### src/rtl/pmqm_pkg.sv
// Shared types, codes and pair tables of the point-mass quadrupole block.
`default_nettype none
package pmqm_pkg;

    // Result status codes.
    localparam logic [1:0] STAT_OK        = 2'd0;
    localparam logic [1:0] STAT_ZERO_MASS = 2'd1;
    localparam logic [1:0] STAT_OVERFLOW  = 2'd2;

    localparam int POS_W  = 24;
    localparam int MASS_W = 24;
    localparam int SUM_W  = 32;
    localparam int WSUM_W = 56;
    localparam int QUAD_W = 58;
    localparam int OP_W   = 26;
    localparam int PROD_W = 52;

    // Destination of a multiplier result.
    typedef enum logic [3:0] {
        TAG_NONE,
        TAG_WX,
        TAG_WY,
        TAG_WZ,
        TAG_UX,
        TAG_UY,
        TAG_UZ,
        TAG_HI,
        TAG_LO
    } t_tag;

    typedef struct packed {
        t_tag              tag;
        logic [2:0]        pair;
        logic [OP_W-1:0]   op_a;
        logic [OP_W-1:0]   op_b;
    } t_mul_req;

    typedef struct packed {
        t_tag              tag;
        logic [2:0]        pair;
        logic [PROD_W-1:0] prod;
    } t_mul_rsp;

    typedef enum logic [3:0] {
        ST_IDLE,
        ST_WMUL,
        ST_WDRAIN,
        ST_DIV,
        ST_QREAD,
        ST_QRUN,
        ST_QDRAIN,
        ST_FIN
    } t_state;

    // Axes of the six unique quadrupole components xx, xy, xz, yy, yz, zz.
    function automatic logic [1:0] pair_a(input logic [2:0] k);
        logic [1:0] r;
        case (k)
            3'd0, 3'd1, 3'd2: r = 2'd0;
            3'd3, 3'd4:       r = 2'd1;
            default:          r = 2'd2;
        endcase
        return r;
    endfunction

    function automatic logic [1:0] pair_b(input logic [2:0] k);
        logic [1:0] r;
        case (k)
            3'd0:       r = 2'd0;
            3'd1, 3'd3: r = 2'd1;
            default:    r = 2'd2;
        endcase
        return r;
    endfunction

endpackage
`default_nettype wire

### src/rtl/pmqm_mul.sv
// Shared signed 26 x 26 multiplier with a registered product and result tag.
`default_nettype none
module pmqm_mul
    import pmqm_pkg::*;
(
    input  wire logic     i_clk,
    input  wire logic     i_rst_n,
    input  wire t_mul_req i_req,
    output t_mul_rsp      o_rsp
);

    t_tag              r_tag;
    logic [2:0]        r_pair;
    logic [PROD_W-1:0] r_prod;

    always_ff @(posedge i_clk) begin
        if (!i_rst_n) begin
            r_tag <= TAG_NONE;
        end else begin
            r_tag <= i_req.tag;
        end
    end

    always_ff @(posedge i_clk) begin
        r_pair <= i_req.pair;
        r_prod <= PROD_W'($signed(i_req.op_a) * $signed(i_req.op_b));
    end

    assign o_rsp.tag  = r_tag;
    assign o_rsp.pair = r_pair;
    assign o_rsp.prod = r_prod;

endmodule
`default_nettype wire

### config.mk
export PLATFORM = sky130hd
export DESIGN_NAME = pmqm_mul
export DESIGN_NICKNAME = d
export VERILOG_FILES = /design/src/rtl/pmqm_pkg.sv /design/src/rtl/pmqm_mul.sv
export SDC_FILE = /design/constraint.sdc
export NUM_CORES = 2
export LEC_CHECK = 0
export ABC_CLOCK_PERIOD_IN_PS = 9680
export BUFFER_PORTS_ARGS = -buffer_cell sky130_fd_sc_hd__clkbuf_2
export CORE_UTILIZATION = 49
export DETAILED_ROUTE_END_ITERATION = 10
export GPL_TIMING_DRIVEN = 1
export PLACE_DENSITY = 0.66
export RECOVER_POWER = 50
export SYNTH_ARGS = -nofsm -noshare
export SYNTH_HDL_FRONTEND = slang
export SYNTH_SLANG_ARGS = --single-unit
### constraint.sdc
create_clock -name i_clk -period 9.68 [get_ports i_clk]
set_input_delay 0.484 -clock i_clk [delete_from_list [all_inputs] [get_ports i_clk]]
set_output_delay 0.484 -clock i_clk [all_outputs]
set_load 0.03 [all_outputs]
Word-level counts from Yosys, hierarchy flattened
Index checks and enable logic that the tools add are counted.

Flip-flop bits (word level): 59. Logic and storage cells: 4.

$mul: 1.

Operators with widths (count): $mul A26 B26 Y52 (1).

Logic depth before layout (Yosys ltp)
Depth after elaboration: 1. Depth in mapped cells: 28. Gate-level depth less buffers: 25.

Worst setup path after synthesis
No wires, ideal clock.

Path type: input to register. From: in i_req[2] (netlist bit). To: reg r_prod[51]. Library setup time: 0.121 ns. Arrival time: 6.842 ns. Required time: 9.559 ns. Setup slack: 2.717 ns. Stages: 27. Buffers on the path: 2. Path through: clkbuf_1 > clkbuf_1 > nand2_1 > fa_1 > inv_1 > fa_1 > inv_1 > fa_1 > inv_1 > fa_1 > inv_1 > fa_1 > inv_1 > fa_1 > inv_1 > fa_1 > inv_1 > ha_1 > a21oi_1 > o211ai_1 > a21oi_1 > or3_1 > a31o_1 > a31o_2 > o211ai_1 > a41oi_1 > xnor2_1.

Longest elaborated chain between the ends: 1.

RTL lines: from (decl) (line pmqm_mul.sv:8) `input wire t_mul_req i_req,`; $mul A26 B26 Y52 (line pmqm_mul.sv:26) `r_prod <= PROD_W'($signed(i_req.op_a) * $signed(i_req.op_b));`; to (signal assigned) (line pmqm_mul.sv:26); to (decl) (line pmqm_mul.sv:14) `logic [PROD_W-1:0] r_prod;`.

Every way passes these cells. A chain may end at the register's enable or synchronous reset.

Worst setup path in the final report
From: in i_req[26] (netlist bit). To: reg r_prod[51].

Same word-level chain as after synthesis.

==> impl_metrics.toml <==
[clock_network]
cts_setup_buffers = 0
root_buffer = "clkbuf_16"
htreeDepth = 3
post_cts_resized = 0
cts_buffers = 9
ctsHoldBuffers = 0
clk_path_buf_depth = 2
cts_sinks = 59
clkSlewWorstSetupHoldPaths_ps = 80
cts_tree = "built"

[final_layout]
n_antenna_cell = 0
final_layout_size_suffix_gt1_share_pct = 3.98
syn_to_final_growth_pct = 5.05
fin_area_um2 = 27100
post-route-util_pct = 52.5
nets = 3701

[timing]
slew_viol_final = 27
slew_headroom_pct = -8.24
period_share_pct = 80.4
setup_viol = 0
worst_pin_slew_ps = 1620
rsz0062_at_grt = "false"
fin_tns_setup_ps = 0
fmax_ghz = 0.128
hold_violations = 0
period_needed_ps = 7790

[yosys]
synth-adder-area-share_pct = 62.1
synth-simple-area-share_pct = 14.7
yosysSeqAreaShare_pct = 4.57
synth_top_family_by_area = "adder cells"
syn_area_um2 = 25800
avgSynthCellArea_um2 = 9.34
synth-main-ff-cell = "dfxtp_1"
synthMuxAreaShare_pct = 0.0388
syn_inst = 2766
synth.distinct_cells = 64
synth_compound_area_share_pct = 4.05
synthXorXnorAreaFrac_pct = 1.93
synth_edf_count = 0
ys_warn_count = 0
ys_async_sr_fraction_pct = 0
ys_ff_latch = 59
syn-num-nets = 3683

[worst_setup_path]
cp.required_ps = 10020
arrival_ps = 8120
critPathMaxFanout = 26
slowest_delay_ps = 1140
worstSetupPathType = "input port to flop"
cp-start-kind = "input port"
cpMostUsedCell = "fa_1"
slowest_stage = "clkbuf_1"
endpoint_kind = "flop"
path_cells = "clkbuf_1, nand2b_1, fa_1, fa_1, inv_1, fa_1, fa_1, fa_1, fa_1, inv_1, fa_1, inv_1, ha_1, a21oi_2, o21ai_1, a221oi_2, nor2_1, a2111oi_2, a31o_2, o211ai_1, a41oi_1, xnor2_1"

[min_path]
hp-class = "input port to flop"

[route]
first_pass_iters = 5
post_drt_wl_per_cell_um = 19.4
via_per_inst = 5.26
drt_wl_total_um = 67200
post-route-drc-count = 0
drt_iter0_drc = 1018
postRouteAntennaNets = 0
vias = 18300

[global_routing]
track_usage_pct = 27.2
grt_overflow = 0
antenna_found_initial = 5
grt_max_degree = 27
grt_pass1_vias = 20500
grt_pass1_wl_um = 111000

[placed_design]
place_congestion = 0.917
placedInstanceArea_um2 = 26900
port_buffers = 119
hpwl_um = 54100

[job]
maxCapViolCount = 1

[floorplanning]
die_y_um = 232
row_count = 83
placeableCoreArea_um2 = 51700
die_w_um = 232
dieArea_um2 = 53600
initial_core_util_pct = 49.9
ios = 120

[run_status]
status = "finished with violations"
failed_checks = "max-capacitance violations, max-slew violations"
## cells in the final DEF (no fill, tap or decap), drive strengths merged, types with 3 or more instances in the layout
master	synthesis	routed
and2	286	286
dfxtp	59	59
xnor2	38	38
xor2	19	19
ha	146	146
o21a	5	5
a21o	17	17
nor2	48	48
nand4	5	5
nand3	12	12
nor3	3	3
buf	5	10
fa	710	710
nor2b	6	6
a31oi	7	7
clkbuf	115	128
a311oi	4	4
inv	739	740
nand2	402	402
a31o	3	3
nand2b	9	9
o21ai	28	28
o21bai	10	10
nand3b	4	4
clkinv	0	4
a21oi	47	47
o211ai	7	7
## metal layers
metal | routed length [um] | share of wire [%] | GRT usage, %
met5 | 20 | 0.030 | 0
met4 | 2530 | 3.8 | 10.2
met3 | 5180 | 7.7 | 5.62
met2 | 33700 | 50 | 46.8
met1 | 25900 | 38 | 33.5
## critical path: cells and delay by family
family | cells | cell delay (ps)
AND/OR/NAND/NOR | 2 | 460
XOR/XNOR | 1 | 140
AO/OA/AOI/OAI | 7 | 2110
adder cells (fa/ha/maj) | 8 | 3620
buffers and inverters | 4 | 1300
## final timing paths
| check | depth (start not counted) | start | to |
|---|---|---|---|
| hold / removal | 1 | i_req[52] | r_pair[0]$_DFF_P_ |
| setup / recovery | 22 | i_req[26] | r_prod[51]$_DFF_P_ |
## cell type report
class	instances	area, um^2
fillers	4770	24600
multi-input cells	1846	21400
inverters	739	2770
flip-flops and latches	59	1180
well taps	680	851
repair buffers	129	606
clock buffers	9	225
clock inverters	7	100
## cells in the mapped netlist (4+ instances only)
cell type	n	area share, %
buf_2	4	0.078
inv_1	739	11
nor2b_1	6	0.15
xnor2_1	38	1.3
and2_1	286	6.9
a21o_1	17	0.49
a31oi_1	5	0.12
o21bai_1	10	0.29
o211ai_1	7	0.20
a21oi_1	46	0.89
nand2b_1	9	0.22
xor2_1	19	0.64
clkbuf_1	115	1.7
o21a_1	4	0.12
nand3b_1	4	0.12
nand2_1	401	5.8
o21ai_0	19	0.37
fa_1	710	55
dfxtp_1	59	4.6
ha_1	146	7.1
nand3_1	12	0.23
o21ai_1	8	0.16
nor2_1	48	0.70
nand4_1	5	0.12
## metrics by stage
stage	std cells	setup WS, ps	hold slack (ps)
floorplan	2766	2720	512
global placement	3453	1910	588
detailed placement	3453	1790	590
CTS	3469	2180	177
global route	3469	1690	185
finish	3469	1890	199
## flip-flops by register name, indices dropped and copies added, names as in the netlist
register,cells
r_prod,52
r_pair,3
r_tag,4
## cells by family after synthesis
kind of cell	Yosys count
xor+xnor	57
flops	59
fa+ha+maj	856
compound gates	147
buf+inv	861
simple gates	785
mux	1
Power is not shown: default switching activity piles up to over one toggle a cycle in this logic, so the estimate is an artifact.
