**config.mk**
```make
export PLATFORM = sky130hd
export DESIGN_NAME = pmqm_div
export DESIGN_NICKNAME = d
export VERILOG_FILES = /design/src/rtl/pmqm_pkg.sv /design/src/rtl/pmqm_div.sv
export SDC_FILE = /design/constraint.sdc
export NUM_CORES = 1
export LEC_CHECK = 0
export ABC_CLOCK_PERIOD_IN_PS = 4000
export BUFFER_PORTS_ARGS = -buffer_cell sky130_fd_sc_hd__buf_2
export CELL_PAD_IN_SITES_DETAIL_PLACEMENT = 0
export CELL_PAD_IN_SITES_GLOBAL_PLACEMENT = 2
export CORE_MARGIN = 2
export CORE_UTILIZATION = 36
export DETAILED_ROUTE_END_ITERATION = 16
export GPL_TIMING_DRIVEN = 0
export PLACE_DENSITY = 0.83
export SYNTH_ARGS = -nofsm -noshare
export SYNTH_HDL_FRONTEND = slang
export SYNTH_SLANG_ARGS = --single-unit
```
**constraint.sdc**
```tcl
create_clock -name i_clk -period 4 [get_ports i_clk]
set_input_delay 0.4 -clock i_clk [delete_from_list [all_inputs] [get_ports i_clk]]
set_output_delay 0.4 -clock i_clk [all_outputs]
set_load 0.05 [all_outputs]
```
**src/rtl/pmqm_pkg.sv**
```systemverilog
// Shared types, codes and pair tables of the point-mass quadrupole block.
`default_nettype none
package pmqm_pkg;

    // Result status codes.
    localparam logic [1:0] STAT_OK        = 2'd0;
    localparam logic [1:0] STAT_ZERO_MASS = 2'd1;
    localparam logic [1:0] STAT_OVERFLOW  = 2'd2;

    localparam int POS_W  = 24;
    localparam int MASS_W = 24;
    localparam int SUM_W  = 32;
    localparam int WSUM_W = 56;
    localparam int QUAD_W = 58;
    localparam int OP_W   = 26;
    localparam int PROD_W = 52;

    // Destination of a multiplier result.
    typedef enum logic [3:0] {
        TAG_NONE,
        TAG_WX,
        TAG_WY,
        TAG_WZ,
        TAG_UX,
        TAG_UY,
        TAG_UZ,
        TAG_HI,
        TAG_LO
    } t_tag;

    typedef struct packed {
        t_tag              tag;
        logic [2:0]        pair;
        logic [OP_W-1:0]   op_a;
        logic [OP_W-1:0]   op_b;
    } t_mul_req;

    typedef struct packed {
        t_tag              tag;
        logic [2:0]        pair;
        logic [PROD_W-1:0] prod;
    } t_mul_rsp;

    typedef enum logic [3:0] {
        ST_IDLE,
        ST_WMUL,
        ST_WDRAIN,
        ST_DIV,
        ST_QREAD,
        ST_QRUN,
        ST_QDRAIN,
        ST_FIN
    } t_state;

    // Axes of the six unique quadrupole components xx, xy, xz, yy, yz, zz.
    function automatic logic [1:0] pair_a(input logic [2:0] k);
        logic [1:0] r;
        case (k)
            3'd0, 3'd1, 3'd2: r = 2'd0;
            3'd3, 3'd4:       r = 2'd1;
            default:          r = 2'd2;
        endcase
        return r;
    endfunction

    function automatic logic [1:0] pair_b(input logic [2:0] k);
        logic [1:0] r;
        case (k)
            3'd0:       r = 2'd0;
            3'd1, 3'd3: r = 2'd1;
            default:    r = 2'd2;
        endcase
        return r;
    endfunction

endpackage
`default_nettype wire

```
**src/rtl/pmqm_div.sv**
```systemverilog
// Bit-serial signed-by-unsigned divider with truncation toward zero and 24-bit saturation.
`default_nettype none
module pmqm_div
    import pmqm_pkg::*;
(
    input  wire logic              i_clk,
    input  wire logic              i_rst_n,
    input  wire logic              i_start,
    input  wire logic [WSUM_W-1:0] i_dividend,
    input  wire logic [SUM_W-1:0]  i_divisor,
    output logic                   o_done,
    output logic [POS_W-1:0]       o_quot
);

    logic              r_busy;
    logic              r_done;
    logic [5:0]        r_cnt;
    logic              r_neg;
    logic [SUM_W-1:0]  r_dvs;
    logic [SUM_W-1:0]  r_rem;
    logic [WSUM_W-1:0] r_quo;

    logic [SUM_W:0]    rem_sh;
    logic              ge;
    logic [SUM_W:0]    rem_sub;

    assign rem_sh  = {r_rem, r_quo[WSUM_W-1]};
    assign ge      = rem_sh >= {1'b0, r_dvs};
    assign rem_sub = rem_sh - {1'b0, r_dvs};

    always_ff @(posedge i_clk) begin
        if (!i_rst_n) begin
            r_busy <= 1'b0;
            r_done <= 1'b0;
            r_cnt  <= '0;
        end else begin
            r_done <= 1'b0;
            if (i_start) begin
                r_busy <= 1'b1;
                r_cnt  <= '0;
            end else if (r_busy) begin
                r_cnt <= r_cnt + 6'd1;
                if (r_cnt == 6'(WSUM_W - 1)) begin
                    r_busy <= 1'b0;
                    r_done <= 1'b1;
                end
            end
        end
    end

    always_ff @(posedge i_clk) begin
        if (i_start) begin
            r_neg <= i_dividend[WSUM_W-1];
            r_quo <= i_dividend[WSUM_W-1] ? (~i_dividend + 1'b1) : i_dividend;
            r_rem <= '0;
            r_dvs <= i_divisor;
        end else if (r_busy) begin
            r_rem <= ge ? rem_sub[SUM_W-1:0] : rem_sh[SUM_W-1:0];
            r_quo <= {r_quo[WSUM_W-2:0], ge};
        end
    end

    always_comb begin
        if (r_neg) begin
            if (r_quo > WSUM_W'(24'h800000)) o_quot = 24'h800000;
            else                             o_quot = ~r_quo[POS_W-1:0] + 1'b1;
        end else begin
            if (r_quo > WSUM_W'(24'h7FFFFF)) o_quot = 24'h7FFFFF;
            else                             o_quot = r_quo[POS_W-1:0];
        end
    end

    assign o_done = r_done;

endmodule
`default_nettype wire
```
# Word-level counts from Yosys, hierarchy flattened
# Index checks and enable logic that the tools add are counted.
[word_totals] ff_bits=129 output_inout_bits=25 elab_cells=33 inputBits=91
[op_classes] n_addsub=4 reduce_logical=3 eq_ne=1 muxes=11 magnitude_cmp=3 n_bitwise=4
[ops] operator="2-to-1 mux 56 bit" count=3
[ops] operator="2-to-1 mux 24 bit" count=3
[ops] operator="adder 56 x 1 -> 56 bit (second input constant)" count=1
[ops] operator="greater-than comparator 56 x 23 -> 1 bit (second input constant)" count=1
[ops] operator="greater-than comparator 56 x 24 -> 1 bit (second input constant)" count=1
[ops] operator="NOT 56 bit" count=1
[ops] operator=">= comparator 33 x 32 -> 1 bit" count=1
[ops] operator="2-to-1 mux 32 bit" count=1
[ops] operator="subtractor 32 bit" count=1
[ops] operator="adder 24 x 1 -> 24 bit (second input constant)" count=1
[ops] operator="NOT 24 bit" count=1
[ops] operator="adder 6 x 1 -> 6 bit (second input constant)" count=1
[ops] operator="== test 6 bit (second input constant)" count=1
[ops] operator="2-to-1 mux 1 bit" count=4
[ops] operator="OR reduction 3 bit" count=1
[ops] operator="NOT 1 bit" count=2
[ops] operator="nonzero test 2 bit" count=1
[ops] operator="OR reduction 2 bit" count=1

# Logic depth before layout (Yosys ltp)
[depth] word_depth=4 ltp_mapped=13

# Worst setup path after synthesis
# OpenSTA, ideal clock, no wires.
[synth_path] kind="reg2out" from="register r_quo[1]" to="output port o_quot[10]" path_stages_with_launch=10 arrival_ps=3975 slack_ps=-375 required_time_ps=3600 path_cell_list="edfxtp_1 -> inv_1 -> ha_1 -> or3b_2 -> nor3_1 -> nand4_1 -> o21ai_1 -> nand3_1 -> clkbuf_1 -> o311ai_0"
[synth_between] elab_chain_cells=4
[synth_rtl] item="start, declared" line="pmqm_div.sv:21" rtl="logic [WSUM_W-1:0] r_quo;"
[synth_rtl] item="start signal, assigned" line="pmqm_div.sv:54" rtl="r_quo <= i_dividend[WSUM_W-1] ? (~i_dividend + 1'b1) : i_dividend;"
[synth_rtl] item="start signal, assigned" line="pmqm_div.sv:59" rtl="r_quo <= {r_quo[WSUM_W-2:0], ge};"
[synth_rtl] item="branches (longest 3 deep; another with greater-than comparator 56 x 23 -> 1 bit)"
[synth_rtl] item="2-to-1 mux 24 bit *" line="pmqm_div.sv:64" rtl="if (r_neg) begin"
[synth_rtl] item="end, declared" line="pmqm_div.sv:12" rtl="output logic [POS_W-1:0] o_quot"
# Mark *: on every way between the ends.

# Worst setup path in the final report
[layout_path] from="register r_quo[0]" to="output port o_quot[21]"
# The elaborated chain is that of the path after synthesis.

==> qor.yml <==
outcome:
  status: "finished, final reports clean"
timing:
  fin_crit_ns: 3.72
  setup_tns_ns: 0
  worst_pin_slew_ns: 0.846
  finalMaxSlewViolations: 0
  fmax_ghz: 0.269
  rsz0062_at_grt: "true"
  whs_ns: 0.149
  hold_violations: 0
  period_share_pct: 92.9
  skew_ns: 0.00999
  max_slew_margin_pct: 43.6
  report.final.setup_viol: 0
cells_and_area:
  register_area_um2: 3470
  final_cell_mix: "nor2_1, buf_2, a21oi_1"
  nNetsFinal: 1298
  mostFrequentLayoutCell: "nor2_1"
  syn_to_final_growth_pct: 18.1
  multi_input_area_um2: 5090
  nFillCells: 2498
  drive_above_1_share_pct: 15.6
  fin_area_um2: 10600
grt:
  grt_max_degree: 35
  overflow: 0
  grt_pass1_vias: 7765
  grt_pass1_wl_um: 43200
  antenna_found_initial: 2
  global_route.usage.total_pct: 20.8
synthesis:
  synth-seq-cells: 129
  synth.distinct_cells: 66
  synth-edff-count: 89
  syn_area_per_cell_um2: 8.67
  synthesis.nets: 1163
  synth_top_area_share_pct: 29.7
  synthArstFlopShare_pct: 0
  synthFlopType: "edfxtp_1"
  ys.warnings.count: 0
  syn_area_um2: 8980
  yosys.area.top_type: "edfxtp_1"
  yosysSeqAreaShare_pct: 38.7
  postSynthCellCount: 1036
  ys_top_cells_by_area: "edfxtp_1, dfxtp_1, xor2_1"
routing:
  avgViaCountPerCell: 5.48
  drt_wl_total_um: 27000
  vias: 8279
  ant_nets: 0
  drc_errors: 0
  drt_iter0_drc: 647
  dr.pass1.iters: 5
  avgRoutedWirePerCell_um: 17.9
place:
  gp_congestion: 0.847
  port_buffers: 115
  place_area_um2: 9990
  dp_hpwl_um: 20200
floorplanning:
  start_util_pct: 36.8
  core-area_um2: 24400
  rows: 57
  die_height_um: 162
  die_area_um2: 26200
  ios: 116
  dieWidth_um: 162
clocking:
  clkTransAtPathRegs_ns: 0.06
  cts_tree: "yes"
  cts_buffers: 17
  cts_max_level: 4
  clkSinkCount: 129
  clkLatencyLatePin_ns: 0.42
  ctsRootBufferMaster: "clkbuf_16"
  cts_setup_buffers: 0
  cts_buffer_depth: 2
critical_path:
  cp_data_required_time_ns: 3.60
  crit_path_end_kind: "output port"
  crit-reg2reg-launch: "r_dvs[25]"
  setup.worst_path.start: "r_quo[0]"
  start_kind: "register"
  critical_path_class: "reg -> out"
  crit_arrival_ns: 3.32
  crit_fanout: 10
job:
  maxCapViolCount: 0
power_and_ir_drop:
  power_density_nw_per_um2: 373
  p_leak_nw: 4.12
  peakVddDrop_v: 0.000170
min_path:
  min_path_type: "in -> reg"
  min_from: "i_divisor[6]"
sequential cells by signal, indices dropped and copies added, names as in the netlist:
name,cells
r_busy,1
r_rem,32
o_done,1
r_dvs,32
r_cnt,6
r_neg,1
r_quo,56
synth_stat cells, drive strengths merged, types with 10 or more instances:
master,number
nor2,121
a21oi,96
edfxtp,89
o21ai,80
nand2,73
xor2,62
inv,59
clkbuf,49
dfxtp,40
ha,35
mux2i,26
nor3,26
a211oi,22
nor4,20
o31ai,20
o311ai,18
xnor2,18
nand4,17
or4,17
nand3,16
or3,13
nand2b,12
o211ai,11
a21o,10
o41ai,10
worst paths after layout:
path              slack (ns)  cells after the start         end
setup / recovery        0.28                     11  o_quot[21]
hold / removal          0.15                      1    r_dvs[6]
setup reg to reg        0.44                     13   r_rem[31]
hold reg to reg         0.46                      2   r_rem[31]
critical path: stages (launching register included):
cell and delay, ns:
edfxtp_1 0.44, inv_1 0.11, ha_1 0.19, or3b_4 0.43, nor3_4 0.17, nand4_1 0.18, o21ai_2 0.28, nand3_1 0.12
clkbuf_4 0.21, or3b_2 0.44, nand3_1 0.13, buf_6 0.17
through the flow:
step | setup WS [ns] | total power, W | utilization [%] | std cells
floorplan | -0.375 | 0.00222 | - | 1036
global placement | -0.396 | 0.00250 | 40.9 | 1475
detailed placement | 0.0972 | 0.00250 | 40.9 | 1476
CTS | 0.0142 | 0.00398 | 43.3 | 1508
global route | -0.0268 | 0.00416 | 43.5 | 1509
finish | 0.282 | 0.00396 | 43.5 | 1510
routing by layer:
layer / up-vias / part of all wire, % / wire length (um) / GRT usage, %
li1: 4095 / - / - / -
met3: 19 / 5.2 / 1400 / 3.50
met5: - / 0 / 0 / 0
met4: 0 / 1.0 / 274 / 4.38
met1: 3941 / 51 / 13700 / 31.9
met2: 224 / 43 / 11700 / 30.7
cell families (layout without fill, tap and decap cells):
group	after synthesis	count (layout)	synth area share [%]
compound gates	301	301	21.0
xor+xnor	80	80	7.80
fa+ha+maj	36	36	5.10
buf+inv	115	263	5.28
flops	129	129	38.7
mux	27	27	3.02
other cells	0	2	0
simple gates	348	348	19.1
area by class of cell:
type / count / share of cell area (%)
multi-input cells: 792 / 48.0
flip-flops and latches: 129 / 32.7
repair buffers: 116 / 5.81
clock buffers: 19 / 4.17
well taps: 324 / 3.82
plain buffers: 56 / 2.45
inverters: 59 / 2.09
clock inverters: 13 / 0.931
diodes: 2 / 0.0471
power by group:
part	switching (W)	internal, W
logic	0.000545	0.000296
clock network	0.000647	0.000819
registers	0.0000942	0.00156
repair_timing:
action,in CTS,in global routing
pin swaps,0,2
hold buffers,0,0
gates cloned,0,0
gates resized for setup,10,20
endpoints found under the setup margin,21,31
No activity file was read; power rests on OpenSTA's default activity.
